**src/osr_pkg.sv**
```systemverilog
`default_nettype none

package osr_pkg;

  // Configuration port geometry.
  localparam int CFG_IDX_W  = 3;
  localparam int CFG_DATA_W = 8;

  // Register indexes on the configuration port.
  localparam logic [CFG_IDX_W-1:0] REG_BITS_PER_FRAME     = 3'd0;
  localparam logic [CFG_IDX_W-1:0] REG_FIRST_SAMPLE_DELAY = 3'd1;
  localparam logic [CFG_IDX_W-1:0] REG_SAMPLE_SPACING     = 3'd2;
  localparam logic [CFG_IDX_W-1:0] REG_DISCARD_BYTE       = 3'd3;
  localparam logic [CFG_IDX_W-1:0] REG_RECEIVER_DISABLE   = 3'd4;

  // Register reset values.
  localparam logic [4:0] BITS_PER_FRAME_RST     = 5'd10;
  localparam logic [3:0] FIRST_SAMPLE_DELAY_RST = 4'd4;
  localparam logic [3:0] SAMPLE_SPACING_RST     = 4'd3;
  localparam logic [7:0] DISCARD_BYTE_RST       = 8'hC2;
  localparam logic       RECEIVER_DISABLE_RST   = 1'b0;

  // Width of the slot index on the result channel.
  localparam int SLOT_OUT_W = 4;

  typedef struct packed {
    logic [4:0] bits_per_frame;
    logic [3:0] first_sample_delay;
    logic [3:0] sample_spacing;
    logic [7:0] discard_byte;
    logic       receiver_disable;
  } osr_cfg_t;

  typedef struct packed {
    logic                  valid;
    logic [7:0]            received_byte;
    logic [SLOT_OUT_W-1:0] slot_index;
  } osr_result_t;

endpackage

`default_nettype wire

```
**src/oversampled_serial_receiver.sv**
```systemverilog
// A tick request waits in the tick register; a byte it completes then loads the result register.
// Throughput: one tick per clock unless stalled; the tick and result registers each hold one request.
// A stalled result holds the tick register, so at most one more tick waits behind it.
// Reset (synchronous, rst_n low) clears the receive state and write slot to zero, empties
// both registers and loads the configuration defaults.
`default_nettype none

module oversampled_serial_receiver #(
  parameter int BUFFER_DEPTH = 16
) (
  input  wire logic                           clk,
  input  wire logic                           rst_n,
  input  wire logic                           in_valid,
  output logic                                in_stall,
  input  wire logic                           in_rx_level,
  output logic                                out_valid,
  input  wire logic                           out_stall,
  output logic [7:0]                          out_received_byte,
  output logic [osr_pkg::SLOT_OUT_W-1:0]      out_slot_index,
  input  wire logic                           cfg_write_en,
  input  wire logic [osr_pkg::CFG_IDX_W-1:0]  cfg_index,
  input  wire logic [osr_pkg::CFG_DATA_W-1:0] cfg_data
);
  import osr_pkg::*;

  osr_cfg_t    cfg;
  osr_result_t result;
  logic        advance;
  logic        tick_valid;
  logic        tick_level;

  // Configuration registers.
  osr_cfg_regs u_cfg_regs (
    .clk          (clk),
    .rst_n        (rst_n),
    .cfg_write_en (cfg_write_en),
    .cfg_index    (cfg_index),
    .cfg_data     (cfg_data),
    .cfg          (cfg)
  );

  // Tick input register.
  osr_in_stage u_in_stage (
    .clk         (clk),
    .rst_n       (rst_n),
    .in_valid    (in_valid),
    .in_stall    (in_stall),
    .in_rx_level (in_rx_level),
    .advance     (advance),
    .tick_valid  (tick_valid),
    .tick_level  (tick_level)
  );

  // Frame state machine, stepped when a tick moves into the result register.
  osr_frame_fsm #(
    .BUFFER_DEPTH (BUFFER_DEPTH)
  ) u_frame_fsm (
    .clk    (clk),
    .rst_n  (rst_n),
    .cfg    (cfg),
    .step   (tick_valid && advance),
    .level  (tick_level),
    .result (result)
  );

  // Result register.
  osr_out_stage u_out_stage (
    .clk               (clk),
    .rst_n             (rst_n),
    .tick_valid        (tick_valid),
    .result            (result),
    .advance           (advance),
    .out_valid         (out_valid),
    .out_stall         (out_stall),
    .out_received_byte (out_received_byte),
    .out_slot_index    (out_slot_index)
  );

endmodule

`default_nettype wire

```
**src/osr_cfg_regs.sv**
```systemverilog
`default_nettype none

module osr_cfg_regs (
  input  wire logic                           clk,
  input  wire logic                           rst_n,
  input  wire logic                           cfg_write_en,
  input  wire logic [osr_pkg::CFG_IDX_W-1:0]  cfg_index,
  input  wire logic [osr_pkg::CFG_DATA_W-1:0] cfg_data,
  output osr_pkg::osr_cfg_t                   cfg
);
  import osr_pkg::*;

  osr_cfg_t cfg_r;
  osr_cfg_t cfg_nxt;

  // Decode the register index and mask the data to the register width.
  always_comb begin
    cfg_nxt = cfg_r;
    if (cfg_write_en) begin
      case (cfg_index)
        REG_BITS_PER_FRAME:     cfg_nxt.bits_per_frame     = cfg_data[4:0];
        REG_FIRST_SAMPLE_DELAY: cfg_nxt.first_sample_delay = cfg_data[3:0];
        REG_SAMPLE_SPACING:     cfg_nxt.sample_spacing     = cfg_data[3:0];
        REG_DISCARD_BYTE:       cfg_nxt.discard_byte       = cfg_data[7:0];
        REG_RECEIVER_DISABLE:   cfg_nxt.receiver_disable   = cfg_data[0];
        default:                cfg_nxt = cfg_r;
      endcase
    end
  end

  always_ff @(posedge clk) begin
    if (!rst_n) begin
      cfg_r.bits_per_frame     <= BITS_PER_FRAME_RST;
      cfg_r.first_sample_delay <= FIRST_SAMPLE_DELAY_RST;
      cfg_r.sample_spacing     <= SAMPLE_SPACING_RST;
      cfg_r.discard_byte       <= DISCARD_BYTE_RST;
      cfg_r.receiver_disable   <= RECEIVER_DISABLE_RST;
    end else begin
      cfg_r <= cfg_nxt;
    end
  end

  assign cfg = cfg_r;

endmodule

`default_nettype wire

```
**src/osr_in_stage.sv**
```systemverilog
`default_nettype none

module osr_in_stage (
  input  wire logic clk,
  input  wire logic rst_n,
  input  wire logic in_valid,
  output logic      in_stall,
  input  wire logic in_rx_level,
  input  wire logic advance,
  output logic      tick_valid,
  output logic      tick_level
);

  logic valid_r;
  logic valid_nxt;
  logic level_r;
  logic take;

  // The stage holds one request; it stalls only when full and not draining.
  assign in_stall = valid_r && !advance;
  assign take     = in_valid && !in_stall;

  always_comb begin
    valid_nxt = valid_r;
    if (take) begin
      valid_nxt = 1'b1;
    end else if (advance) begin
      valid_nxt = 1'b0;
    end
  end

  always_ff @(posedge clk) begin
    if (!rst_n) begin
      valid_r <= 1'b0;
    end else begin
      valid_r <= valid_nxt;
    end
  end

  // Line level captured with the request; no reset needed.
  always_ff @(posedge clk) begin
    if (take) begin
      level_r <= in_rx_level;
    end
  end

  assign tick_valid = valid_r;
  assign tick_level = level_r;

endmodule

`default_nettype wire

```
**src/osr_frame_fsm.sv**
```systemverilog
`default_nettype none

module osr_frame_fsm #(
  parameter int BUFFER_DEPTH = 16
) (
  input  wire logic               clk,
  input  wire logic               rst_n,
  input  wire osr_pkg::osr_cfg_t  cfg,
  input  wire logic               step,
  input  wire logic               level,
  output osr_pkg::osr_result_t    result
);
  import osr_pkg::*;

  localparam int SLOT_W = (BUFFER_DEPTH > 1) ? $clog2(BUFFER_DEPTH) : 1;
  localparam logic [SLOT_W-1:0] SLOT_LAST = SLOT_W'(BUFFER_DEPTH - 1);

  // Receive phases; the unused code behaves as idle.
  localparam logic [1:0] PH_IDLE = 2'd0;
  localparam logic [1:0] PH_BITS = 2'd1;
  localparam logic [1:0] PH_STOP = 2'd2;

  logic [1:0]        phase_r,  phase_nxt;
  logic [3:0]        cd_r,     cd_nxt;
  logic [4:0]        bits_r,   bits_nxt;
  logic [7:0]        shift_r,  shift_nxt;
  logic [7:0]        sel_r,    sel_nxt;
  logic [SLOT_W-1:0] slot_r,   slot_nxt;

  logic [3:0]               cd_dec;
  logic [4:0]               bits_dec;
  logic                     cd_hit;
  logic [SLOT_W+SLOT_OUT_W-1:0] slot_ext;

  assign cd_dec   = cd_r - 4'd1;
  assign cd_hit   = (cd_dec == 4'd0);
  assign bits_dec = bits_r - 5'd1;
  assign slot_ext = {{SLOT_OUT_W{1'b0}}, slot_r};

  // Next state and the result for the current tick.
  always_comb begin
    phase_nxt = phase_r;
    cd_nxt    = cd_r;
    bits_nxt  = bits_r;
    shift_nxt = shift_r;
    sel_nxt   = sel_r;
    slot_nxt  = slot_r;

    result.valid         = 1'b0;
    result.received_byte = shift_r;
    result.slot_index    = slot_ext[SLOT_OUT_W-1:0];

    if (step && !cfg.receiver_disable) begin
      case (phase_r)
        PH_STOP: begin
          cd_nxt = cd_dec;
          if (cd_hit) begin
            phase_nxt = PH_IDLE;
            if (shift_r != cfg.discard_byte) begin
              result.valid = 1'b1;
              slot_nxt     = (slot_r == SLOT_LAST) ? '0 : slot_r + 1'b1;
            end
          end
        end
        PH_BITS: begin
          cd_nxt = cd_dec;
          if (cd_hit) begin
            cd_nxt   = cfg.sample_spacing;
            if (level) begin
              shift_nxt = shift_r | sel_r;
            end
            sel_nxt  = {sel_r[6:0], 1'b0};
            bits_nxt = bits_dec;
            if (bits_dec == 5'd0) begin
              phase_nxt = PH_STOP;
            end
          end
        end
        default: begin
          phase_nxt = PH_IDLE;
          if (!level) begin
            phase_nxt = PH_BITS;
            shift_nxt = 8'd0;
            cd_nxt    = cfg.first_sample_delay;
            bits_nxt  = cfg.bits_per_frame;
            sel_nxt   = 8'd1;
          end
        end
      endcase
    end
  end

  always_ff @(posedge clk) begin
    if (!rst_n) begin
      phase_r <= PH_IDLE;
      cd_r    <= 4'd0;
      bits_r  <= 5'd0;
      shift_r <= 8'd0;
      sel_r   <= 8'd0;
      slot_r  <= '0;
    end else begin
      phase_r <= phase_nxt;
      cd_r    <= cd_nxt;
      bits_r  <= bits_nxt;
      shift_r <= shift_nxt;
      sel_r   <= sel_nxt;
      slot_r  <= slot_nxt;
    end
  end

endmodule

`default_nettype wire

```
**src/osr_out_stage.sv**
```systemverilog
`default_nettype none

module osr_out_stage (
  input  wire logic                                clk,
  input  wire logic                                rst_n,
  input  wire logic                                tick_valid,
  input  wire osr_pkg::osr_result_t                result,
  output logic                                     advance,
  output logic                                     out_valid,
  input  wire logic                                out_stall,
  output logic [7:0]                               out_received_byte,
  output logic [osr_pkg::SLOT_OUT_W-1:0]           out_slot_index
);
  import osr_pkg::*;

  logic                  valid_r;
  logic                  valid_nxt;
  logic [7:0]            byte_r;
  logic [SLOT_OUT_W-1:0] slot_r;

  // The register can load whenever it is empty or its request leaves now.
  assign advance   = !valid_r || !out_stall;
  assign valid_nxt = advance ? (tick_valid && result.valid) : valid_r;

  always_ff @(posedge clk) begin
    if (!rst_n) begin
      valid_r <= 1'b0;
    end else begin
      valid_r <= valid_nxt;
    end
  end

  always_ff @(posedge clk) begin
    if (advance && tick_valid && result.valid) begin
      byte_r <= result.received_byte;
      slot_r <= result.slot_index;
    end
  end

  assign out_valid         = valid_r;
  assign out_received_byte = byte_r;
  assign out_slot_index    = slot_r;

endmodule

`default_nettype wire

```
**config.mk**
```make
export PLATFORM = sky130hd
export DESIGN_NAME = oversampled_serial_receiver
export DESIGN_NICKNAME = d
export VERILOG_FILES = /design/src/osr_pkg.sv /design/src/oversampled_serial_receiver.sv /design/src/osr_cfg_regs.sv /design/src/osr_in_stage.sv /design/src/osr_frame_fsm.sv /design/src/osr_out_stage.sv
export SDC_FILE = /design/constraint.sdc
export NUM_CORES = 1
export LEC_CHECK = 0
export BUFFER_PORTS_ARGS = -buffer_cell sky130_fd_sc_hd__buf_2
export CAP_MARGIN = 40
export CORE_UTILIZATION = 35
export CTS_BUF_LIST = sky130_fd_sc_hd__clkbuf_4 sky130_fd_sc_hd__clkbuf_8
export DETAILED_ROUTE_END_ITERATION = 10
export GPL_TIMING_DRIVEN = 0
export PLACE_DENSITY = 0.59
export REMOVE_ABC_BUFFERS = 1
export SETUP_SLACK_MARGIN = 0.15
export SYNTH_ARGS = -nofsm -noshare
export SYNTH_HDL_FRONTEND = slang
export SYNTH_SLANG_ARGS = --single-unit
```
**constraint.sdc**
```tcl
create_clock -name clk -period 4.1 [get_ports clk]
set_clock_uncertainty 0.15 [all_clocks]
set_input_delay 0.205 -clock clk [delete_from_list [all_inputs] [get_ports clk]]
set_output_delay 0.205 -clock clk [all_outputs]
set_load 0.1 [all_outputs]
```
==> summary.md <==
| Metric | Value |
|---|---|
| Status | complete, no violations |
| Ports | 31 |
| Asr flop ratio synth | 0% |
| Net Sw Power | 351.2 µW |
| Post-synthesis sequential area ratio | 48.08% |
| Layout cell share with drive strength beyond 1 | between 10 and 15% |
| GP Congestion | 0.7608 |
| P&R area growth vs syn | 17.71% |
| WHS | 0.05063 ns |
| Initial Util | a little under two fifths |
| Pre-antenna DRT Iters | 4 |
| Reg2reg start | u_frame_fsm.phase_r[0]$_SDFFE_PN0P_ |
| Vias | 2,489 |
| Worst Setup Path Type | flop to flop |
| Clock share of power | 42.5% |
| Avg Synthesized Cell Area | 9.177 µm² |
| Post-CTS setup buffer count | 0 |
| Area share of the largest cell type after synthesis | 35.50% |
| Hold_sp | cfg_data[3] |
| Fillers | 825 |
| Max-cap violations | 0 |
| Flop pwr share | 49.2% |
| Post-Syn Area | 0.003102 mm² |
| Total Die Area | 0.009243 mm² |
| Synth Register Bits | around 70 |
| Final wirelength | 6.742 mm |
| Remaining antenna violation count | 0 |
| Die H | 96.14 µm |
| Total grt overflow | 0 |
| Clock latency on the worst-skew pair | 0.34 ns |
| Clk sinks | 68 |
| # H-tree levels | 3 |
| # setup viols final | 0 |
| Pins Over Slew Limit | 0 |
| Deepest clock path buffer count | 2 |
| VDD IR max | 0.3821 mV |
| Worst slew pin tran | roughly 0.9 ns |
| Routed len/inst | about 14 µm |
| HPWL Detailed | 4.702 mm |
| PwrDens | 393.8 mW/mm² |
| PortBufs | 30 |
| Int Pwr | 1.087 mW |
| Commonest non-fill, non-tap cells in the layout | 55 x dfxtp_1, 51 x nand2_1, 30 x buf_2 |
| Synth top area cells | dfxtp_1 35%, edfxtp_1 13%, mux2i_1 6.5%, nand2_1 6.2%, nand3_1 3.4% |
| Switching Fraction | 24.42% |
| HP Class | input port to flop |
| Buf+Inv Stages, Crit Path | 2 |
| Final critical-path share of the clock period | 65.05% |
| # diodes | 0 |
| CP Max Fanout | 16 |
| DRC | 0 |
| Initial antenna violation count | 0 |
| Commonest non-fill, non-tap cell in the layout | dfxtp_1 |
| Wire length of the first global-routing pass | 11.30 mm |
| CTS buffer count | 9 |
| Global Route Usage Sum | 16.42% |
| Crit path max-delay family | simple AND/OR/NAND/NOR gates |
| Slowest stage delay, CP | 0.77 ns |
| Post-synth top area cell | dfxtp_1 |
| CORE AREA | 0.008382 mm² |
| CTS clk-pin slew, worst paths | 0.08 ns |
| Worst setup path start | u_frame_fsm.phase_r[0]$_SDFFE_PN0P_ |
| Die X-Extent | 96.14 µm |
| Yosys warnings | 0 |
| CP cell instances | inv_1 > ha_1 > nor3_2 > nand2_1 > o21ai_1 > buf_4 > mux2i_1 |
| Resize count post-CTS | 0 |
| Number of global-route vias before repair | around 2,300 |
| Nets | 398 |
| Post-synth EDFFs | 13 |
| Startpoint types | flop |
| Leak pwr | 1.363 nW |
| Crit path arrival time | 2.80 ns |
| TritonCTS clock tree | built |
| Clock period minus final worst setup slack | 2.667 ns |
| F_max | roughly 370 MHz |
| Largest net degree at the start of global routing | 25 |
| DR iter-0 viols | 120 |
| RSZ-0062 raised after global routing | no |
| CP required | 4.23 ns |
| Root Buffer | clkbuf_8 |
| Syn Inst Count | 338 |
| Slowest CP cell | nor3_2 |
| Final Hold Vio Count | 0 |
| Aggregate negative setup slack | 0 ns |
| Synth cell types | 47 |
| CP endpoint kind | flop |
| Vias/cell | 5.143 |
| Num rows | 33 |
| Comb pwr share | under 10% |
| Slew HR | around two fifths |
| Synth Flop Type | dfxtp_1 |
-- flip-flops by register name, indices dropped and copies added, names as in the netlist --
name and cells:
u_out_stage.out_received_byte 8, u_in_stage.tick_valid 1, u_in_stage.tick_level 1, u_frame_fsm.sel_r 8, u_cfg_regs.cfg 22, u_frame_fsm.bits_r 5, u_frame_fsm.slot_r 4, u_out_stage.out_valid 1
u_frame_fsm.phase_r 2, u_frame_fsm.cd_r 4, u_out_stage.out_slot_index 4, u_frame_fsm.shift_r 8
-- metal layers --
metal / part of all wire (%) / track usage [%] / routed length, µm / up-vias
li1: - / - / - / 1280
met1: 49 / 21.10 / 3295 / 1141
met2: 44 / 26.18 / 2993 / 61
met3: 5.3 / 4.265 / 354 / 7
met4: 1.4 / 6.468 / 97 / 0
met5: 0 / 0 / 0 / -
-- through the flow --
stage | setup slack, ns | power (mW) | util (%) | instance area (µm²) | std cells
after floorplan | 1.356 | 0.7940 | - | 3027 | 321
after global placement | 1.158 | 0.8304 | 39.47 | 3308 | 456
after detailed placement | 1.465 | 0.8347 | 39.83 | 3338 | 459
after CTS | 1.434 | 1.453 | 43.56 | 3651 | 484
after global routing | 1.184 | 1.498 | 43.56 | 3651 | 484
final | 1.433 | 1.438 | 43.56 | 3651 | 484
-- repair_timing --
| item | CTS | global route |
|---|---|---|
| hold buffers | 9 | 0 |
| setup endpoints to repair | 0 | 0 |
| hold endpoints to repair | 15 | 0 |
-- worst paths after layout --
check / end / slack [ns] / depth (start not counted)
worst max register to register: u_frame_fsm.sel_r[3]$_SDFFE_PN0P_ / 1.43 / 7
worst min-delay path: u_cfg_regs.cfg[4]$_SDFFE_PN0P_ / 0.05 / 3
worst max-delay path: u_frame_fsm.sel_r[3]$_SDFFE_PN0P_ / 1.43 / 7
worst min register to register: u_cfg_regs.cfg[19]$_SDFFE_PN0P_ / 0.31 / 2
-- tightest hold or removal path, cell delays in order --
cell and delay, ns:
buf_2 0.14, nand2_1 0.10, a21oi_1 0.06
-- logic make-up after synthesis --
kind of cell	count (synthesis)	synth area share, %
simple gates	139	21.94
flops	68	48.08
compound gates	66	13.96
buf+inv	27	3.630
mux	20	6.454
xor+xnor	11	3.106
fa+ha+maj	7	2.824
-- power groups by stage --
stage	combinational (mW)	sequential [mW]	clock, mW
floorplan	0.0765	0.718	0
global placement	0.108	0.723	0
detailed placement	0.112	0.723	0
CTS	0.119	0.707	0.627
global route	0.132	0.710	0.656
finish	0.119	0.708	0.611
-- final cells by class --
type	count	area [µm²]	share of cell area, %
multi-input cells	243	1498	41.02
flip-flops and latches	68	1491	40.85
repair buffers	42	270.3	7.402
well taps	105	131.4	3.598
clock buffers	9	123.9	3.393
clock inverters	7	98.84	2.707
inverters	10	37.54	1.028
-- synthesized netlist by cell type, types with 4 or more instances --
| master | n |
|---|---|
| clkbuf_1 | 12 |
| inv_1 | 10 |
| mux2i_1 | 20 |
| nand3_1 | 21 |
| o211ai_1 | 4 |
| nor2b_1 | 7 |
| edfxtp_1 | 13 |
| a21oi_1 | 19 |
| ha_1 | 7 |
| dfxtp_1 | 55 |
| a31oi_1 | 12 |
| and3_1 | 11 |
| nor2_1 | 25 |
| nand3b_1 | 6 |
| o21ai_0 | 9 |
| nand2_1 | 51 |
| xnor2_1 | 11 |
Power figures use the tool's default switching activity.
